===== config.mk =====
export PLATFORM = sky130hd
export DESIGN_NAME = gfp_frame_delineation_descrambler
export DESIGN_NICKNAME = d
export VERILOG_FILES = /design/src/rtl/gfpd_pkg.sv /design/src/rtl/gfpd_front.sv /design/src/rtl/gfpd_back.sv /design/src/rtl/gfp_frame_delineation_descrambler.sv
export VERILOG_INCLUDE_DIRS = /design/src /design/src/rtl
export SDC_FILE = /design/constraint.sdc
export NUM_CORES = 1
export LEC_CHECK = 0
export ABC_AREA = 1
export BUFFER_PORTS_ARGS = -buffer_cell sky130_fd_sc_hd__buf_2
export CAP_MARGIN = 20
export CORE_MARGIN = 5
export CORE_UTILIZATION = 42
export CTS_BUF_LIST = sky130_fd_sc_hd__clkbuf_8
export DETAILED_ROUTE_END_ITERATION = 16
export HOLD_SLACK_MARGIN = 0.02
export SYNTH_ARGS = -nofsm -noshare
export SYNTH_HDL_FRONTEND = slang
export SYNTH_HIERARCHICAL = 1
export SYNTH_SLANG_ARGS = --single-unit

===== constraint.sdc =====
create_clock -name clk -period 3.2 [get_ports clk]
set_input_delay 0.16 -clock clk [delete_from_list [all_inputs] [get_ports clk]]
set_output_delay 0.16 -clock clk [all_outputs]
set_load 0.005 [all_outputs]

===== src/rtl/gfp_frame_delineation_descrambler_assert.svh =====
// Assertion macros shared by the frame delineation and descrambler modules.
`ifndef GFP_FRAME_DELINEATION_DESCRAMBLER_ASSERT_SVH
`define GFP_FRAME_DELINEATION_DESCRAMBLER_ASSERT_SVH

// Checks that a condition implies a consequence in the same cycle.
`define GFPD_ASSERT_IMP(label, clk, rst_n, cond, prop, msg) \
	label: assert property (@(posedge clk) disable iff (!rst_n) (cond) |-> (prop)) \
		else $error(msg);

// Checks that a condition implies a consequence in the next cycle.
`define GFPD_ASSERT_NEXT(label, clk, rst_n, cond, prop, msg) \
	label: assert property (@(posedge clk) disable iff (!rst_n) (cond) |=> (prop)) \
		else $error(msg);

`endif


===== src/rtl/gfpd_pkg.sv =====
// Shared types and constants for the frame delineation and descrambler block.
package gfpd_pkg;

	localparam int unsigned CfgIdxW = 2;

	typedef enum logic [CfgIdxW-1:0] {
		CFG_HEADER_MASK   = 2'd0,
		CFG_PAYLOAD_SKIP  = 2'd1,
		CFG_DESCRAMBLE_EN = 2'd2
	} cfg_idx_t;

	localparam logic [31:0] HeaderMaskReset = 32'hB6AB_31E0;
	localparam logic [3:0]  PayloadSkipReset = 4'd4;
	localparam logic [3:0]  PayloadIndexMax = 4'd15;

	// Item passed from the front part to the back part.
	typedef struct packed {
		logic        is_payload;
		logic [15:0] value;
		logic        last;
	} gfpd_item_t;

	function automatic logic [7:0] flip8(input logic [7:0] b);
		logic [7:0] r;
		for (int i = 0; i < 8; i++) begin
			r[i] = b[7-i];
		end
		return r;
	endfunction

endpackage


===== src/rtl/gfpd_front.sv =====
// Front part: hunts for the idle header, aligns bytes and splits headers from payload.
module gfpd_front import gfpd_pkg::*; (
	input  logic             clk,
	input  logic             arst_n,
	input  logic             in_valid,
	input  logic [7:0]       data_byte,
	input  logic [31:0]      header_mask,
	input  logic [3:0]       payload_skip,
	output logic             out_valid,
	output gfpd_item_t       out_item,
	output logic             out_aligned_valid,
	output logic [7:0]       out_aligned
);

	logic        locked_q;
	logic [31:0] hunt_window_q;
	logic [2:0]  bit_offset_q;
	logic [7:0]  carry_bits_q;
	logic [1:0]  header_count_q;
	logic [23:0] header_word_q;
	logic [15:0] payload_left_q;
	logic [3:0]  payload_index_q;

	logic [7:0]  r;
	logic [7:0]  aligned;
	logic [7:0]  carry_nxt;
	logic [31:0] win [8];
	logic [7:0]  hit;
	logic        found;
	logic [2:0]  found_k;
	logic [15:0] len;
	logic [15:0] left_dec;

	always_comb begin
		r = flip8(data_byte);
		// Window after each of the eight bits is shifted in, earliest bit first.
		win[0] = {hunt_window_q[30:0], data_byte[0]};
		for (int k = 1; k < 8; k++) begin
			win[k] = {win[k-1][30:0], data_byte[k]};
		end
		for (int k = 0; k < 8; k++) begin
			hit[k] = (win[k] == header_mask);
		end
		found = 1'b0;
		found_k = '0;
		for (int k = 7; k >= 0; k--) begin
			if (hit[k]) begin
				found = 1'b1;
				found_k = 3'(k);
			end
		end
		aligned = r;
		carry_nxt = '0;
		if (bit_offset_q != 3'd0) begin
			aligned = 8'(({8'd0, carry_bits_q} << (4'd8 - {1'b0, bit_offset_q}))
				| ({8'd0, r} >> bit_offset_q));
			carry_nxt = r & 8'((9'd1 << bit_offset_q) - 9'd1);
		end
		len = header_word_q[23:8] ^ header_mask[31:16];
		left_dec = payload_left_q - 16'd1;
	end

	always_ff @(posedge clk or negedge arst_n) begin
		if (!arst_n) begin
			locked_q <= 1'b0;
			hunt_window_q <= '0;
			bit_offset_q <= '0;
			carry_bits_q <= '0;
			header_count_q <= '0;
			header_word_q <= '0;
			payload_left_q <= '0;
			payload_index_q <= '0;
			out_valid <= 1'b0;
			out_aligned_valid <= 1'b0;
		end else begin
			out_valid <= 1'b0;
			out_aligned_valid <= 1'b0;
			if (in_valid) begin
				if (!locked_q) begin
					if (found) begin
						locked_q <= 1'b1;
						bit_offset_q <= 3'd7 - found_k;
						carry_bits_q <= r & 8'((9'd1 << (3'd7 - found_k)) - 9'd1);
						header_count_q <= '0;
						header_word_q <= '0;
						payload_left_q <= '0;
						payload_index_q <= '0;
					end else begin
						hunt_window_q <= win[7];
					end
				end else begin
					carry_bits_q <= carry_nxt;
					if (payload_left_q == 16'd0) begin
						if (header_count_q != 2'd3) begin
							header_word_q <= {header_word_q[15:0], aligned};
							header_count_q <= header_count_q + 2'd1;
						end else begin
							header_word_q <= '0;
							header_count_q <= '0;
							if (len != 16'd0) begin
								payload_left_q <= len;
								payload_index_q <= '0;
								out_valid <= 1'b1;
								out_item.is_payload <= 1'b0;
								out_item.value <= (len > {12'd0, payload_skip})
									? len - {12'd0, payload_skip} : 16'd0;
								out_item.last <= 1'b0;
							end
						end
					end else begin
						payload_left_q <= left_dec;
						if (payload_index_q != PayloadIndexMax) begin
							payload_index_q <= payload_index_q + 4'd1;
						end
						// Every payload byte feeds the descrambler; only some are emitted.
						out_aligned_valid <= 1'b1;
						out_aligned <= aligned;
						out_valid <= (payload_index_q >= payload_skip);
						out_item.is_payload <= 1'b1;
						out_item.value <= '0;
						out_item.last <= (left_dec == 16'd0);
					end
				end
			end
		end
	end

	`include "gfp_frame_delineation_descrambler_assert.svh"

	`GFPD_ASSERT_NEXT(a_lock_sticky, clk, arst_n, locked_q, locked_q, "lock was lost")
	`GFPD_ASSERT_NEXT(a_no_out_hunting, clk, arst_n, !locked_q, !out_valid,
		"result produced while hunting")
	`GFPD_ASSERT_IMP(a_out_has_aligned, clk, arst_n, out_valid && out_item.is_payload,
		out_aligned_valid, "payload result without descrambler byte")

endmodule


===== src/rtl/gfpd_back.sv =====
// Back part: descrambles payload bytes and queues results for the consumer.
module gfpd_back import gfpd_pkg::*; #(
	parameter int unsigned SCRAMBLER_LAG = 43,
	parameter int unsigned QUEUE_DEPTH = 4
) (
	input  logic             clk,
	input  logic             arst_n,
	input  logic             descramble_enable,
	input  logic             in_valid,
	input  gfpd_item_t       in_item,
	input  logic             in_aligned_valid,
	input  logic [7:0]       in_aligned,
	output logic             almost_full,
	output logic             empty,
	input  logic             pop,
	output logic             kind,
	output logic [15:0]      value,
	output logic             frame_last
);

	localparam int unsigned PtrW = $clog2(QUEUE_DEPTH);
	localparam int unsigned HistW = SCRAMBLER_LAG + 8;

	logic [SCRAMBLER_LAG-1:0] history_q;
	logic [HistW-1:0]         ext;
	logic [7:0]               desc;
	gfpd_item_t               entry;
	gfpd_item_t               queue_q [QUEUE_DEPTH];
	logic [PtrW-1:0]          wr_ptr_q;
	logic [PtrW-1:0]          rd_ptr_q;
	logic [PtrW:0]            count_q;
	logic                     do_push;
	logic                     do_pop;

	always_comb begin
		ext = {history_q, in_aligned};
		// Output bit j uses the bit SCRAMBLER_LAG positions earlier in the stream.
		for (int j = 0; j < 8; j++) begin
			desc[j] = in_aligned[j] ^ (descramble_enable & ext[j + SCRAMBLER_LAG]);
		end
		entry = in_item;
		if (in_item.is_payload) begin
			entry.value = {8'd0, desc};
		end
		do_push = in_valid;
		do_pop = pop && (count_q != '0);
	end

	always_ff @(posedge clk or negedge arst_n) begin
		if (!arst_n) begin
			history_q <= '0;
			wr_ptr_q <= '0;
			rd_ptr_q <= '0;
			count_q <= '0;
		end else begin
			if (in_aligned_valid) begin
				history_q <= ext[SCRAMBLER_LAG-1:0];
			end
			if (do_push) begin
				wr_ptr_q <= (wr_ptr_q == PtrW'(QUEUE_DEPTH - 1)) ? '0 : wr_ptr_q + 1'b1;
			end
			if (do_pop) begin
				rd_ptr_q <= (rd_ptr_q == PtrW'(QUEUE_DEPTH - 1)) ? '0 : rd_ptr_q + 1'b1;
			end
			count_q <= count_q + (PtrW+1)'(do_push) - (PtrW+1)'(do_pop);
		end
	end

	always_ff @(posedge clk) begin
		if (do_push) begin
			queue_q[wr_ptr_q] <= entry;
		end
	end

	// Free entries are kept for the item that may already be inside the front part.
	assign almost_full = (count_q >= (PtrW+1)'(QUEUE_DEPTH - 2));
	assign empty = (count_q == '0);
	assign kind = queue_q[rd_ptr_q].is_payload;
	assign value = queue_q[rd_ptr_q].value;
	assign frame_last = queue_q[rd_ptr_q].last;

	`include "gfp_frame_delineation_descrambler_assert.svh"

	`GFPD_ASSERT_IMP(a_no_overflow, clk, arst_n, do_push && !do_pop,
		count_q < (PtrW+1)'(QUEUE_DEPTH), "result queue overflow")
	`GFPD_ASSERT_IMP(a_record_not_last, clk, arst_n, !empty && !kind, !frame_last,
		"length record flagged as last")

endmodule


===== src/rtl/gfp_frame_delineation_descrambler.sv =====
// Top level of the frame delineation and payload descrambler.
// One byte is taken per clock while full is low; any result it yields reaches the result ports
// through the front register stage and a four-entry queue, and full rises when that queue holds
// two or more results, which leaves room for the one byte that may be in flight in the front
// register stage. Hunting compares all eight bit offsets of a byte at once; the x^43+1
// descrambler handles a whole byte per cycle.
module gfp_frame_delineation_descrambler import gfpd_pkg::*; #(
	parameter int unsigned SCRAMBLER_LAG = 43
) (
	input  logic        clk,
	input  logic        arst_n,
	input  logic        push,
	output logic        full,
	input  logic [7:0]  data_byte,
	output logic        empty,
	input  logic        pop,
	output logic        kind,
	output logic [15:0] value,
	output logic        frame_last,
	input  logic        cfg_valid,
	output logic        cfg_ready,
	input  logic [1:0]  cfg_index,
	input  logic [31:0] cfg_data
);

	logic [31:0] header_mask_q;
	logic [3:0]  payload_skip_q;
	logic        descramble_en_q;
	logic        front_valid;
	gfpd_item_t  front_item;
	logic        aligned_valid;
	logic [7:0]  aligned;

	assign cfg_ready = 1'b1;

	always_ff @(posedge clk or negedge arst_n) begin
		if (!arst_n) begin
			header_mask_q <= HeaderMaskReset;
			payload_skip_q <= PayloadSkipReset;
			descramble_en_q <= 1'b1;
		end else if (cfg_valid) begin
			case (cfg_idx_t'(cfg_index))
				CFG_HEADER_MASK:   header_mask_q <= cfg_data;
				CFG_PAYLOAD_SKIP:  payload_skip_q <= cfg_data[3:0];
				CFG_DESCRAMBLE_EN: descramble_en_q <= cfg_data[0];
				default: ;
			endcase
		end
	end

	gfpd_front u_front (
		.clk(clk),
		.arst_n(arst_n),
		.in_valid(push && !full),
		.data_byte(data_byte),
		.header_mask(header_mask_q),
		.payload_skip(payload_skip_q),
		.out_valid(front_valid),
		.out_item(front_item),
		.out_aligned_valid(aligned_valid),
		.out_aligned(aligned)
	);

	gfpd_back #(
		.SCRAMBLER_LAG(SCRAMBLER_LAG),
		.QUEUE_DEPTH(4)
	) u_back (
		.clk(clk),
		.arst_n(arst_n),
		.descramble_enable(descramble_en_q),
		.in_valid(front_valid),
		.in_item(front_item),
		.in_aligned_valid(aligned_valid),
		.in_aligned(aligned),
		.almost_full(full),
		.empty(empty),
		.pop(pop),
		.kind(kind),
		.value(value),
		.frame_last(frame_last)
	);

endmodule

==> impl_metrics.json <==
{
  "start_util_pct": 42.3,
  "synth_edf_count": 98,
  "grt_pass1_wl_mm": 78.4,
  "yosysWarnings": 6,
  "rr_endpoint": "u_front/carry_bits_q[6]",
  "irDropWorstVdd_v": 0.000529,
  "insertion_delay_ns": 0.63,
  "dp_hpwl_mm": 34.7,
  "routedWlPerCell_um": 16.1,
  "cts_tree": "yes",
  "power_density_mw_per_mm2": 770,
  "cts_buffers": 50,
  "synth_seq_cells": 276,
  "antenna_found_initial": 1,
  "grt_overflow": 0,
  "antenna_cells": 0,
  "max_freq_mhz": 335,
  "ys_top_cells_by_area": "dfrtp_1, edfxtp_1, nand2_1, xor2_1, nor2_1",
  "fin_hold_ws_ns": 0.232,
  "min_period_over_period_pct": 93.3,
  "hold_viol": 0,
  "post-synth-top-area-cell": "dfrtp_1",
  "dieArea_mm2": 0.0461,
  "cts_max_path_buffers": 3,
  "gp_congestion": 0.969,
  "slowest_delay_ns": 0.49,
  "reg2reg_depth": 20,
  "grt_usage_pct": 20.9,
  "fin_cells": 3020,
  "final_core_util_pct": 48.1,
  "cap_violations": 0,
  "die_h_um": 215,
  "tns_ns": 0,
  "regArea_mm2": 0.00744,
  "yosysTopAreaCellShare_pct": 22.7,
  "rsz0062_at_grt": "false",
  "layout-drive-gt1-share_pct": 12.6,
  "cp_max_fo": 6,
  "place_area_mm2": 0.0182,
  "fin_nets": 2517,
  "antenna_left": 0,
  "syn_nets": 2389,
  "p_leak_nw": 9.63,
  "htreeDepth": 2,
  "via_per_inst": 5.02,
  "multiInputGateArea_mm2": 0.00837,
  "syn_area_per_cell_um2": 7.62,
  "rr_startpoint": "u_front/hunt_window_q[3]",
  "worstPathCellList": "buf_4 -> xor2_1 -> nor2_1 -> nand2_1 -> nor2_1 -> nand3_1 -> nor2_1 -> inv_1 -> nand2_1 -> nand2_1 -> nand2_1 -> nand2_1 -> nand2_1 -> ha_1 -> inv_1 -> nor2_1 -> o21ai_0 -> nand2_1 -> nand3_1 -> a21oi_1",
  "relSlewSlack_pct": 42.4,
  "ios": 68,
  "end_kind": "register",
  "hold_path_class": "input pin to async pin",
  "rows": 75,
  "fin_crit_ns": 2.99,
  "required_ns": 3.75,
  "setup_viol": 0,
  "startpoint": "u_front/hunt_window_q[3]",
  "cp_slowest_cell": "dfrtp_1",
  "cp_common_cell": "nand2_1",
  "nFillCells": 4145,
  "coreArea_mm2": 0.0417,
  "syn-cell-area_mm2": 0.0176,
  "drtIter0Drc": 1310,
  "critical_path_class": "register to register",
  "arrival_ns": 3.54,
  "cts-root-buf": "clkbuf_8",
  "syn_inst": 2312,
  "place_inst": 2851,
  "path_clk_slew_ns": 0.06,
  "synth_common_cells": "nand2_1, nor2_1, inv_1",
  "io_buffers": 66,
  "clock-sinks": 276,
  "via_count": 15146,
  "die_x_um": 215,
  "path_buf_inv": 3,
  "rrSetupSlack_ns": 0.21,
  "synth_most_common_cell": "nand2_1",
  "skew_ns": 0.0256,
  "synth_cell_types": 58,
  "finalInstanceArea_mm2": 0.0200,
  "async_reset_ff_share_pct": 64.5,
  "syn_to_final_growth_pct": 13.8,
  "worst_slew_pin_slew_ns": 0.863,
  "outcome": "complete, no violations",
  "finalWorstSetupSlack_ns": 0.213,
  "ys.flop_type": "dfrtp_1",
  "slew_viol_final": 0,
  "power_mw": 15.4,
  "grt_pass1_vias": 14550,
  "grt_start_max_net_pins": 123,
  "ys_seq_area_share_pct": 42.1,
  "crit_family": "simple AND/OR/NAND/NOR gates",
  "cp-start-kind": "register",
  "drt-total-wl_mm": 48.7,
  "dr.pass1.iters": 5,
  "dp_slack_ns": 0.192,
  "drcViolationCount": 0
}
-- how the worst max path moves through the flow --
stage	cells after the start	endpoint	slack, ns
2_1_floorplan	15	u_front/out_item[15]	0.40
3_3_place_gp	14	u_front/out_item[16]	0.26
3_5_place_dp	14	u_front/out_item[16]	0.19
4_1_cts	14	u_front/out_item[16]	0.19
5_1_grt	21	u_front/carry_bits_q[6]	0.0005
6_report	20	u_front/carry_bits_q[6]	0.21
-- worst min-delay path, stage by stage --
cell and delay (ns):
dlygate4sd3_1 0.54, clkbuf_8 0.17, buf_12 0.44
-- cells by family after synthesis --
family          after synthesis  synth area share, %
flops                       276                 42.1
compound gates              238                 8.06
other cells                   1               0.0213
simple gates               1204                 27.6
buf+inv                     375                 10.5
xor+xnor                    182                 9.14
mux                           6                0.369
fa+ha+maj                    30                 2.22
-- cells in the final DEF (no fill, tap or decap), types with 12 or more instances in the layout --
master / count
nand2_1: 782
nor2_1: 241
inv_1: 223
dfrtp_1: 153
xor2_1: 121
nand3_1: 116
edfxtp_1: 98
o21ai_0: 77
buf_4: 72
buf_2: 65
dlygate4sd3_1: 63
clkbuf_8: 58
xnor2_1: 58
a21oi_1: 55
inv_2: 39
o211ai_1: 38
ha_1: 28
nand4_1: 27
o21ai_1: 20
dfstp_2: 16
o22ai_1: 14
nor3_1: 12
-- registers in the layout (all words and copies together) (netlist names), 4 cells and up --
name,count
u_front/payload_left_q,16
u_front/hunt_window_q,31
payload_skip_q,4
u_front/payload_index_q,4
header_mask_q,32
u_front/out_aligned,8
u_front/carry_bits_q,8
u_back/queue_q,72
u_front/header_word_q,24
u_front/out_item,18
u_back/history_q,43
-- report_power, final --
part | switching (mW) | total, mW | internal (mW)
Sequential | 1.10 | 5.64 | 4.54
Combinational | 3.80 | 6.27 | 2.47
Clock | 1.54 | 3.51 | 1.97
Total | 6.45 | 15.4 | 8.98
-- timing repair --
action,CTS,global route
endpoints found under the setup margin,0,2
hold buffers,63,0
setup buffers,0,13
gates resized for setup,0,11
endpoints found under the hold margin,212,0
-- metal layers --
layer  vias to the layer above  routed length [um]  global-route usage (%)  share of wire (%)
met5                         -                   0                       0                  0
met4                         0                1260                    6.59                2.6
met3                        81                2680                    3.12                5.5
met2                       441               22400                    33.5                 46
met1                      7078               22400                    29.4                 46
li1                       7546                   -                       -                  -
-- layout make-up --
class	instances	area share [%]
Clock buffer	57	3.91
Tap cell	539	3.36
Sequential cell	276	37.1
Inverter	247	4.64
Timing Repair Buffer	204	7.83
Clock inverter	36	1.40
Multi-Input combinational cell	1661	41.7
No activity file was read; power rests on OpenSTA's default activity.
